===== config.mk =====
export PLATFORM = sky130hd
export DESIGN_NAME = utf8_stream_validator_flat
export DESIGN_NICKNAME = d
export VERILOG_FILES = /design/src/utf8v_pkg.sv /design/src/utf8v_in_if.sv /design/src/utf8v_out_if.sv /design/src/utf8v_check.sv /design/src/utf8_stream_validator.sv /design/src/flat_wrapper.sv
export SDC_FILE = /design/constraint.sdc
export NUM_CORES = 1
export LEC_CHECK = 0
export ABC_AREA = 1
export BUFFER_PORTS_ARGS = -buffer_cell sky130_fd_sc_hd__buf_4
export CORE_MARGIN = 2
export CORE_UTILIZATION = 60
export DETAILED_ROUTE_END_ITERATION = 8
export PLACE_DENSITY = 0.77
export SYNTH_ARGS = -nofsm -noshare
export SYNTH_HDL_FRONTEND = slang
export SYNTH_SLANG_ARGS = --single-unit

===== constraint.sdc =====
create_clock -name clk_i -period 6.7 [get_ports clk_i]
set_clock_uncertainty 0.1 [all_clocks]
set_input_delay 0.67 -clock clk_i [delete_from_list [all_inputs] [get_ports clk_i]]
set_output_delay 0.67 -clock clk_i [all_outputs]
set_load 0.02 [all_outputs]

===== src/utf8v_pkg.sv =====
// ----------------------------------------------------------------------------
// utf8v_pkg
// Shared types, constants and helper functions of the UTF-8 stream validator.
// ----------------------------------------------------------------------------
`default_nettype none

package utf8v_pkg;

  localparam int unsigned OffsetW = 17;
  localparam logic [OffsetW-1:0] MaxRunBytes = 17'd65536;

  // Verdict codes carried with every result transaction
  typedef enum logic [1:0] {
    StPending = 2'd0,
    StValid   = 2'd1,
    StInvalid = 2'd2,
    StDrain   = 2'd3
  } status_e;

  // Per-run state kept between bytes
  typedef struct packed {
    logic [1:0]         bytes_left;
    logic [7:0]         lead_value;
    logic [7:0]         second_value;
    logic [7:0]         third_value;
    logic [OffsetW-1:0] seq_start;
    logic [OffsetW-1:0] position;
    logic               failed;
  } run_state_t;

  // Result of one byte
  typedef struct packed {
    status_e            status;
    logic [OffsetW-1:0] end_offset;
  } result_t;

  typedef struct packed {
    logic       bad;
    logic [1:0] cont_cnt;
  } lead_t;

  function automatic logic [OffsetW-1:0] sat_inc(input logic [OffsetW-1:0] v);
    logic [OffsetW-1:0] r;
    if (v >= MaxRunBytes) r = MaxRunBytes;
    else                  r = v + 1'b1;
    return r;
  endfunction

  function automatic lead_t lead_class(input logic [7:0] b);
    lead_t r;
    r = '0;
    if (b inside {[8'h00:8'h7F]})      r.cont_cnt = 2'd0;
    else if (b inside {[8'hC2:8'hDF]}) r.cont_cnt = 2'd1;
    else if (b inside {[8'hE0:8'hEF]}) r.cont_cnt = 2'd2;
    else if (b inside {[8'hF0:8'hF4]}) r.cont_cnt = 2'd3;
    else                               r.bad = 1'b1;
    return r;
  endfunction

  // Continuation byte check against the open sequence
  function automatic logic cont_ok(input logic [7:0] c, input run_state_t st);
    logic ok;
    ok = 1'b1;
    if (!(c inside {[8'h80:8'hBF]})) ok = 1'b0;
    else if (st.bytes_left == 2'd0) ok = 1'b0;
    else if (st.lead_value >= 8'hF0) begin
      if (st.bytes_left == 2'd3) begin
        if (st.lead_value == 8'hF0 && c < 8'h90) ok = 1'b0;
        if (st.lead_value == 8'hF4 && c > 8'h8F) ok = 1'b0;
      end else if (st.bytes_left == 2'd1) begin
        // plane-final noncharacters xFFFE / xFFFF
        if ((c == 8'hBF || c == 8'hBE) && st.third_value == 8'hBF &&
            (st.second_value & 8'h8F) == 8'h8F) ok = 1'b0;
      end
    end else if (st.lead_value >= 8'hE0) begin
      if (st.bytes_left == 2'd2) begin
        if (st.lead_value == 8'hE0 && c < 8'hA0) ok = 1'b0;
        if (st.lead_value == 8'hED && c > 8'h9F) ok = 1'b0;
      end else if (st.lead_value == 8'hEF) begin
        // U+FDD0..FDEF and U+FFFE/FFFF
        if (st.second_value == 8'hB7 && c > 8'h8F && c < 8'hB0) ok = 1'b0;
        if (st.second_value == 8'hBF && (c == 8'hBE || c == 8'hBF)) ok = 1'b0;
      end
    end
    return ok;
  endfunction

endpackage

`default_nettype wire


===== src/utf8v_in_if.sv =====
// ----------------------------------------------------------------------------
// utf8v_in_if
// Byte input channel: valid/ready handshake with one text byte per transaction.
// ----------------------------------------------------------------------------
`default_nettype none

interface utf8v_in_if;
  logic       valid;
  logic       ready;
  logic [7:0] data_byte;
  logic       last_byte;

  modport source (output valid, output data_byte, output last_byte, input ready);
  modport sink   (input valid, input data_byte, input last_byte, output ready);
endinterface

`default_nettype wire


===== src/utf8v_out_if.sv =====
// ----------------------------------------------------------------------------
// utf8v_out_if
// Result channel: valid/ready handshake with status and end offset.
// ----------------------------------------------------------------------------
`default_nettype none

interface utf8v_out_if;
  logic                            valid;
  logic                            ready;
  logic [1:0]                      status;
  logic [utf8v_pkg::OffsetW-1:0]   end_offset;

  modport source (output valid, output status, output end_offset, input ready);
  modport sink   (input valid, input status, input end_offset, output ready);
endinterface

`default_nettype wire


===== src/utf8v_check.sv =====
// ----------------------------------------------------------------------------
// utf8v_check
// Per-byte decode: next run state and result for one byte, combinational.
// ----------------------------------------------------------------------------
`default_nettype none

module utf8v_check (
  input  utf8v_pkg::run_state_t st_i,
  input  logic [7:0]            data_byte_i,
  input  logic                  last_byte_i,
  input  logic                  zero_term_i,
  output utf8v_pkg::run_state_t st_o,
  output utf8v_pkg::result_t    res_o
);

  logic                             run_end;
  logic                             error;
  logic                             valid_end;
  logic [utf8v_pkg::OffsetW-1:0]    pos_inc;
  utf8v_pkg::lead_t                 lead;
  utf8v_pkg::run_state_t            st_n;
  logic [1:0]                       left_n;

  assign run_end = zero_term_i ? (data_byte_i == 8'h00) : last_byte_i;
  assign pos_inc = utf8v_pkg::sat_inc(st_i.position);
  assign lead    = utf8v_pkg::lead_class(data_byte_i);
  assign left_n  = st_i.bytes_left - 2'd1;

  always_comb begin
    st_n             = st_i;
    error            = 1'b0;
    valid_end        = 1'b0;
    res_o.status     = utf8v_pkg::StPending;
    res_o.end_offset = '0;

    if (st_i.failed) begin
      res_o.status = utf8v_pkg::StDrain;
      if (run_end) st_n = '0;
      else         st_n.position = pos_inc;
    end else begin
      if (st_i.bytes_left == 2'd0) begin
        st_n.seq_start = st_i.position;
        if (data_byte_i == 8'h00) begin
          if (zero_term_i) begin
            valid_end        = 1'b1;
            res_o.end_offset = st_i.position;
          end else begin
            error = 1'b1;
          end
        end else if (lead.bad) begin
          error = 1'b1;
        end else if (lead.cont_cnt == 2'd0) begin
          if (run_end) begin
            valid_end        = 1'b1;
            res_o.end_offset = pos_inc;
          end
        end else begin
          st_n.lead_value   = data_byte_i;
          st_n.second_value = '0;
          st_n.third_value  = '0;
          st_n.bytes_left   = lead.cont_cnt;
          if (run_end) error = 1'b1;
        end
      end else if (!utf8v_pkg::cont_ok(data_byte_i, st_i)) begin
        error = 1'b1;
      end else begin
        if (st_i.lead_value >= 8'hF0) begin
          if (st_i.bytes_left == 2'd3)      st_n.second_value = data_byte_i;
          else if (st_i.bytes_left == 2'd2) st_n.third_value  = data_byte_i;
        end else if (st_i.lead_value >= 8'hE0) begin
          if (st_i.bytes_left == 2'd2) st_n.second_value = data_byte_i;
        end
        st_n.bytes_left = left_n;
        if (run_end) begin
          if (left_n != 2'd0) begin
            error = 1'b1;
          end else begin
            valid_end        = 1'b1;
            res_o.end_offset = pos_inc;
          end
        end
      end

      if (error) begin
        res_o.status     = utf8v_pkg::StInvalid;
        res_o.end_offset = st_n.seq_start;
        if (run_end) begin
          st_n = '0;
        end else begin
          st_n.failed     = 1'b1;
          st_n.bytes_left = '0;
          st_n.position   = pos_inc;
        end
      end else if (valid_end) begin
        res_o.status = utf8v_pkg::StValid;
        st_n         = '0;
      end else begin
        st_n.position = pos_inc;
      end
    end
  end

  assign st_o = st_n;

endmodule

`default_nettype wire


===== src/utf8_stream_validator.sv =====
// ----------------------------------------------------------------------------
// utf8_stream_validator
// UTF-8 validator over a byte stream, one result per input byte.
// ----------------------------------------------------------------------------
// Takes one byte per clock while the skid register is empty and returns one
// registered result per byte, via the skid register when the result register
// is held; the decode feeding the run state is combinational. Each result
// carries status (pending, run valid, run invalid, draining) and, on a run
// verdict, the end offset or the start of the failing sequence, saturating
// at 65536. A two-deep output stage (result register plus skid register)
// keeps input accepted while one result waits downstream. The mode
// register zero_terminated should be written only while the block is idle.
`default_nettype none

module utf8_stream_validator (
  input  logic        clk_i,
  input  logic        rst_ni,
  input  logic        cfg_we_i,
  input  logic        cfg_wdata_i,
  utf8v_in_if.sink    in_i,
  utf8v_out_if.source out_o
);

  logic                  zero_term_q;
  utf8v_pkg::run_state_t state_q, state_d;
  utf8v_pkg::result_t    result;
  utf8v_pkg::result_t    out_q, skid_q;
  logic                  out_valid_q, skid_valid_q;
  logic                  in_fire, out_fire;

  assign in_i.ready = !skid_valid_q;
  assign in_fire    = in_i.valid && in_i.ready;
  assign out_fire   = out_valid_q && out_o.ready;

  utf8v_check u_check (
    .st_i        (state_q),
    .data_byte_i (in_i.data_byte),
    .last_byte_i (in_i.last_byte),
    .zero_term_i (zero_term_q),
    .st_o        (state_d),
    .res_o       (result)
  );

  always_ff @(posedge clk_i or negedge rst_ni) begin
    if (!rst_ni) begin
      zero_term_q  <= 1'b0;
      state_q      <= '0;
      out_valid_q  <= 1'b0;
      skid_valid_q <= 1'b0;
    end else begin
      if (cfg_we_i) zero_term_q <= cfg_wdata_i;
      if (in_fire)  state_q     <= state_d;

      if (out_fire || !out_valid_q) begin
        // output slot frees up: skid drains first, else take the new result
        if (skid_valid_q) begin
          out_valid_q  <= 1'b1;
          skid_valid_q <= 1'b0;
        end else begin
          out_valid_q <= in_fire;
        end
      end else if (in_fire) begin
        skid_valid_q <= 1'b1;
      end
    end
  end

  // payload registers
  always_ff @(posedge clk_i) begin
    if (out_fire || !out_valid_q) begin
      if (skid_valid_q) out_q <= skid_q;
      else if (in_fire) out_q <= result;
    end else if (in_fire) begin
      skid_q <= result;
    end
  end

  assign out_o.valid      = out_valid_q;
  assign out_o.status     = out_q.status;
  assign out_o.end_offset = out_q.end_offset;

  // skid register only fills behind a held result
  a_skid_behind_out : assert property (@(posedge clk_i) disable iff (!rst_ni)
    skid_valid_q |-> out_valid_q)
    else $error("skid register holds a transaction with no result ahead");

  // draining state never keeps an open sequence
  a_drain_no_seq : assert property (@(posedge clk_i) disable iff (!rst_ni)
    state_q.failed |-> (state_q.bytes_left == 2'd0))
    else $error("draining with continuation bytes still expected");

  // entering the drain state is announced by an invalid verdict
  a_fail_reports : assert property (@(posedge clk_i) disable iff (!rst_ni)
    (in_fire && !state_q.failed && state_d.failed) |->
    (result.status == utf8v_pkg::StInvalid))
    else $error("drain entered without an invalid verdict");

  a_pos_sat : assert property (@(posedge clk_i) disable iff (!rst_ni)
    (state_q.position <= utf8v_pkg::MaxRunBytes) &&
    (state_q.seq_start <= utf8v_pkg::MaxRunBytes))
    else $error("run offset beyond saturation limit");

endmodule

`default_nettype wire


===== src/flat_wrapper.sv =====
// flat-port wrapper written by rule: the top's interface ports become plain ports
module utf8_stream_validator_flat 
  (clk_i, rst_ni, cfg_we_i, cfg_wdata_i, in_i_valid, in_i_data_byte, in_i_last_byte, in_i_ready, out_o_valid, out_o_status, out_o_end_offset, out_o_ready);
  utf8v_in_if in_i_i ();
  utf8v_out_if out_o_i ();
  input  logic clk_i;
  input  logic rst_ni;
  input  logic cfg_we_i;
  input  logic cfg_wdata_i;
  input wire logic [$bits(in_i_i.valid)-1:0] in_i_valid;
  input wire logic [$bits(in_i_i.data_byte)-1:0] in_i_data_byte;
  input wire logic [$bits(in_i_i.last_byte)-1:0] in_i_last_byte;
  output wire logic [$bits(in_i_i.ready)-1:0] in_i_ready;
  output wire logic [$bits(out_o_i.valid)-1:0] out_o_valid;
  output wire logic [$bits(out_o_i.status)-1:0] out_o_status;
  output wire logic [$bits(out_o_i.end_offset)-1:0] out_o_end_offset;
  input wire logic [$bits(out_o_i.ready)-1:0] out_o_ready;
  assign in_i_i.valid = in_i_valid;
  assign in_i_i.data_byte = in_i_data_byte;
  assign in_i_i.last_byte = in_i_last_byte;
  assign in_i_ready = in_i_i.ready;
  assign out_o_valid = out_o_i.valid;
  assign out_o_status = out_o_i.status;
  assign out_o_end_offset = out_o_i.end_offset;
  assign out_o_i.ready = out_o_ready;
  utf8_stream_validator u_core (.clk_i(clk_i), .rst_ni(rst_ni), .cfg_we_i(cfg_we_i), .cfg_wdata_i(cfg_wdata_i), .in_i(in_i_i), .out_o(out_o_i));
endmodule

* Word-level counts from Yosys, hierarchy flattened
Index checks and enable logic that the tools add are counted.
** Operators by class
- $lt $le $gt $ge :: 18
- Reductions and logical operators :: 31
- Add/sub/neg operators :: 2
- Bitwise operators :: 1
- Eq/ne operators :: 18
- Mux-type cells :: 89
** Operator list (number)
- $mux 17 :: 15
- $mux 61 :: 2
- $mux 43 :: 2
- $eq 8x8->1 const B :: 10
- $mux 26 :: 3
- $mux 8 :: 8
- $ge 8x8->1 const B :: 6
- $mux 1 :: 45
- $mux 41 :: 1
- $mux 19 :: 2
- $le 8x8->1 const B :: 4
- $mux 16 :: 2
- $lt 8x8->1 const B :: 3
- $mux 18 :: 1
- $add 17x1->17 const B :: 1
- $ge 17x17->1 const B :: 1
- $gt 8x8->1 const B :: 2
- $logic_and 1x1->1 :: 16
- $mux 2 :: 8
- $ne 5x2->1 const B :: 3
- $ge 8x1->1 const B :: 1
- $le 8x7->1 const B :: 1
- $logic_not 8->1 :: 1
- $reduce_and 2->1 :: 3
- 12 further kinds :: 18
** Word-level totals
- Logic and storage cells :: 173
- Bits in registers :: 102
- Output and inout port bits :: 21

* Longest topological paths before layout
- Depth after elaboration :: 20
- Gate-level depth with buffers :: 18
- Gate-level depth less buffers :: 17

* By module
From an unflattened synthesis, not the netlist that was laid out.
** Second synthesis, totals
- Cells, all modules :: 1140
- Area total of the unflattened synthesis :: 7422.1 um^2
** Modules (own cells, without submodules)
- utf8_stream_validator :: area an instance 3888.7 um^2, times used 1, cells each 377, seq. area each 2742.6 um^2
- utf8v_check :: area an instance 3533.4 um^2, times used 1, cells each 763, seq. area each 0.0 um^2

* Worst setup path after synthesis
Ideal clock, no wire load.
- Path type :: in2reg
- Start :: input in_i_valid
- End :: register u_core.skid_q[0] (netlist bit), enable pin
- Path slack :: 4.191 ns
- Data required time :: 6.205 ns
- Stages on the path :: 4
- Path buffers :: 2
- Library setup time :: 0.395 ns
- Arrival :: 2.014 ns
- Cell sequence :: nand2_1 -> clkbuf_1 -> clkbuf_1 -> nor2_1
** Between the ends
- Word-level cells in the longest chain between the ends :: 2
** Ends and longest elaborated chain
- from (decl) :: RTL line flat_wrapper.sv:10 : input wire logic [$bits(in_i_i.valid)-1:0] in_i_valid;
- $logic_and 1x1->1 :: RTL line utf8_stream_validator.sv:32 : assign in_fire = in_i.valid && in_i.ready;
- $reduce_and 2->1 (no source line)
- to (signal assigned) :: RTL line utf8_stream_validator.sv:74 : skid_q <= result;
- to (decl) :: RTL line utf8_stream_validator.sv:27 : utf8v_pkg::result_t out_q, skid_q;
No other way between the ends.
A chain may end at the register's enable or synchronous reset.

* Worst setup path in the final report
- Start :: register u_core.skid_valid_q
- End :: register u_core.state_q[51] (netlist bit)
** Between the ends
- Word-level cells in the longest chain between the ends :: 3
** Ends and longest elaborated chain
- from (decl) :: RTL line utf8_stream_validator.sv:28 : logic out_valid_q, skid_valid_q;
- from (signal assigned) :: RTL line utf8_stream_validator.sv:49 : skid_valid_q <= 1'b0;
- from (signal assigned) :: RTL line utf8_stream_validator.sv:58 : skid_valid_q <= 1'b0;
- from (signal assigned) :: RTL line utf8_stream_validator.sv:63 : skid_valid_q <= 1'b1;
- $logic_not 1->1 :: RTL line utf8_stream_validator.sv:31 : assign in_i.ready = !skid_valid_q;
- $logic_and 1x1->1 :: RTL line utf8_stream_validator.sv:32
- $reduce_and 2->1 (no source line)
- to (signal assigned) :: RTL line utf8_stream_validator.sv:52 : if (in_fire) state_q <= state_d;
- to (decl) :: RTL line utf8_stream_validator.sv:25 : utf8v_pkg::run_state_t state_q, state_d;
No other way between the ends.

==> key figures <==
Timing
  • Post-layout minimum cycle time: 4.20 ns
  • Period utilization: 0.627
  • Fmax: 0.238 GHz
  • Slew Viols, Final: 0
  • Final hold slack: 0.282 ns
  • Final Hold Viols: 0
  • Setup violations, final: 0
  • Fin Setup TNS: 0 ns
  • RSZ-0062 raised after global routing: no
  • Slew margin rel.: 0.246
  • Tightest Pin Transition: 1.13 ns

Synth
  • Top cells by area, synth: dfrtp_1 (25%), edfxtp_1 (18%), nand2_1 (15%)
  • Largest area contributor in the netlist: dfrtp_1
  • FF+latch count, synth: 102
  • Ys Warns: 0
  • Synth top area share: 0.248
  • Synth top cells by count: nand2_1 (256), inv_1 (100), o21ai_0 (95)
  • Most frequent cell after synthesis: nand2_1
  • Net Count, Synth: 920
  • Async SR Flop Fraction: 0.627
  • Cell area after synthesis: 6460 um^2
  • Syn_area_per_cell: 7.16 um^2
  • Number of flops mapped to enable cells by yosys: 38
  • Ys flop type: dfrtp_1
  • Post-synth cell types: 35
  • Mapped Cells: 903
  • Seq/Total Area, Yosys: 0.424

CTS
  • Clk sinks: 102
  • Post-CTS Setup Inserts: 0
  • CTS tree: yes
  • Clock H-tree levels: 3
  • Hold_buf cts: 0
  • TritonCTS Buffers: 9
  • Clock root buffer: clkbuf_8
  • Clock latency on the worst-skew pair: 0.37 ns
  • Clk pin slew, worst setup/hold paths: 0.11 ns
  • CTS max path bufs: 2
  • Gates resized, CTS repair: 0

GRT
  • Vias in the first global route: 5,730
  • Initial antenna violation count: 0
  • Global route overflow: 0
  • Largest net degree at the start of global routing: 65
  • First-pass GRT wire length: 28.3 mm
  • All-Layer GR Usage: 0.309

Final layout
  • Fin util: 0.664
  • # diodes: 0
  • Fin cells: 1,051
  • Layout cells sized above 1: 0.102
  • P&R area growth vs syn: 6.93%
  • Fin nets: 927
  • # fillers: 899
  • Finished Cell Area: 6910 um^2

Worst setup path
  • CP Capture Type: flop
  • Worst Path Max Fanout: 35
  • WS Path Type: reg2reg
  • Required @ worst endpoint: 6.89 ns
  • R2R setup slack: 2.50 ns
  • Startpoint types: flop
  • Worst Path Arrival: 4.39 ns

Detailed routing
  • Overall via count from detail_route: 6,193
  • Remaining routing DRC violations: 0
  • First drt pass iteration count: 6
  • Vias per std cell: 5.89
  • Initial DRC Count: 969
  • Number of routed nets with antenna violations: 0
  • Drt wl/cell: 16.2 um
  • Routed wire length: 17.0 mm

Placement
  • Final Wtd Congestion: 0.891
  • Area after DPL: 6720 um^2
  • Hpwl dp: 12.2 mm
  • Post-placement cell count: 1,035
  • Port Buffers: 35

Run
  • Max Cap Violations: 0

Worst hold path
  • Hold Path Class: in2async

Die
  • Die footprint: 11,600 um^2
  • Die X: 108 um
  • Rows: 37
  • Core Area: 10,400 um^2
  • # IOs: 36
  • Initial Utilization: 0.621
  • Die Ht: 108 um

Power and ir drop
  • Static Leak: 3.41 nW
  • Pwr dens: 234 nW/um^2
  • Worst VDD drop: 0.000126 V

Outcome
  • Outcome: complete, no violations
through the flow:
stage | setup WS (ns) | total power [mW]
after detailed placement | 2.58 | 1.24
after CTS | 2.55 | 1.61
after floorplan | 4.19 | 1.11
final | 2.50 | 1.62
after global routing | 2.03 | 1.71
after global placement | 2.79 | 1.21
sequential cells by signal (all words and copies together), names as in the netlist:
name	flops
u_core.out_o.end_offset	17
u_core.out_o.status	2
u_core.out_o.valid	1
u_core.skid_q	19
u_core.skid_valid_q	1
u_core.state_q	61
u_core.zero_term_q	1
cell usage in the layout (no fill, tap or decap):
cell type,count
a211oi_1,7
a211oi_2,1
a21oi_1,20
a21oi_2,1
a21oi_4,1
and3_1,1
buf_4,39
clkbuf_8,9
clkinv_1,1
clkinv_2,1
clkinv_4,2
clkinv_8,1
dfrtp_1,64
edfxtp_1,38
ha_1,2
inv_1,100
inv_2,8
inv_6,2
inv_8,1
nand2_1,256
nand2_2,4
nand2_4,3
nand3_1,89
nand3_2,13
nand4_1,22
nor2_1,84
nor2_2,3
nor2_4,2
nor2_8,1
nor3_1,6
o211ai_1,8
o21ai_0,95
o21ai_1,7
o21ai_2,1
o22ai_1,2
o31ai_1,17
xor2_1,3
final timing paths:
check	start	endpoint	depth (start not counted)
worst min register to register	u_core.state_q[22]	u_core.state_q[22]	2
worst max-delay path	u_core.skid_valid_q	u_core.state_q[51]	9
worst min-delay path	rst_ni	u_core.state_q[48]	1
max in group asynchronous	rst_ni	u_core.state_q[55]	1
min in group clk_i	cfg_we_i	u_core.zero_term_q	2
worst max register to register	u_core.skid_valid_q	u_core.state_q[51]	9
area by class of cell:
type | instances | area, um^2 | area share
Tap cell | 136 | 170 | 0.0246
Timing Repair Buffer | 39 | 293 | 0.0424
Multi-Input combinational cell | 649 | 3110 | 0.449
Clock inverter | 7 | 67.6 | 0.00977
Inverter | 109 | 409 | 0.0592
Clock buffer | 9 | 124 | 0.0179
Sequential cell | 102 | 2740 | 0.397
critical path: stages (launching register included):
cell and delay [ns]:
dfrtp_1 0.77, clkinv_1 0.62, nand2_1 0.79, inv_2 0.45
o21ai_2 0.40, buf_4 0.38, nor2_1 0.23, inv_1 0.15
nor2_1 0.05, a211oi_1 0.16
report_power, final:
part,internal (mW),switching [mW]
Combinational,0.136,0.297
Clock,0.145,0.241
Sequential,0.736,0.0637
routing by layer:
layer  part of all wire  vias to the layer above  wire length, um  GRT usage
li1                   -                     2984                -          -
met1               0.45                     2847             7690      0.480
met2               0.43                      339             7330      0.453
met3               0.10                       23             1780     0.0515
met4              0.010                        0              178     0.0678
met5                  0                        -                0          0
logic make-up after synthesis:
logic type,synth area share
buffers and inverters,0.0962
AO/OA/AOI/OAI,0.140
flip-flops,0.424
AND/OR/NAND/NOR,0.332
XOR/XNOR,0.00406
adder cells (fa/ha/maj),0.00387
No activity file was read; power rests on OpenSTA's default activity.
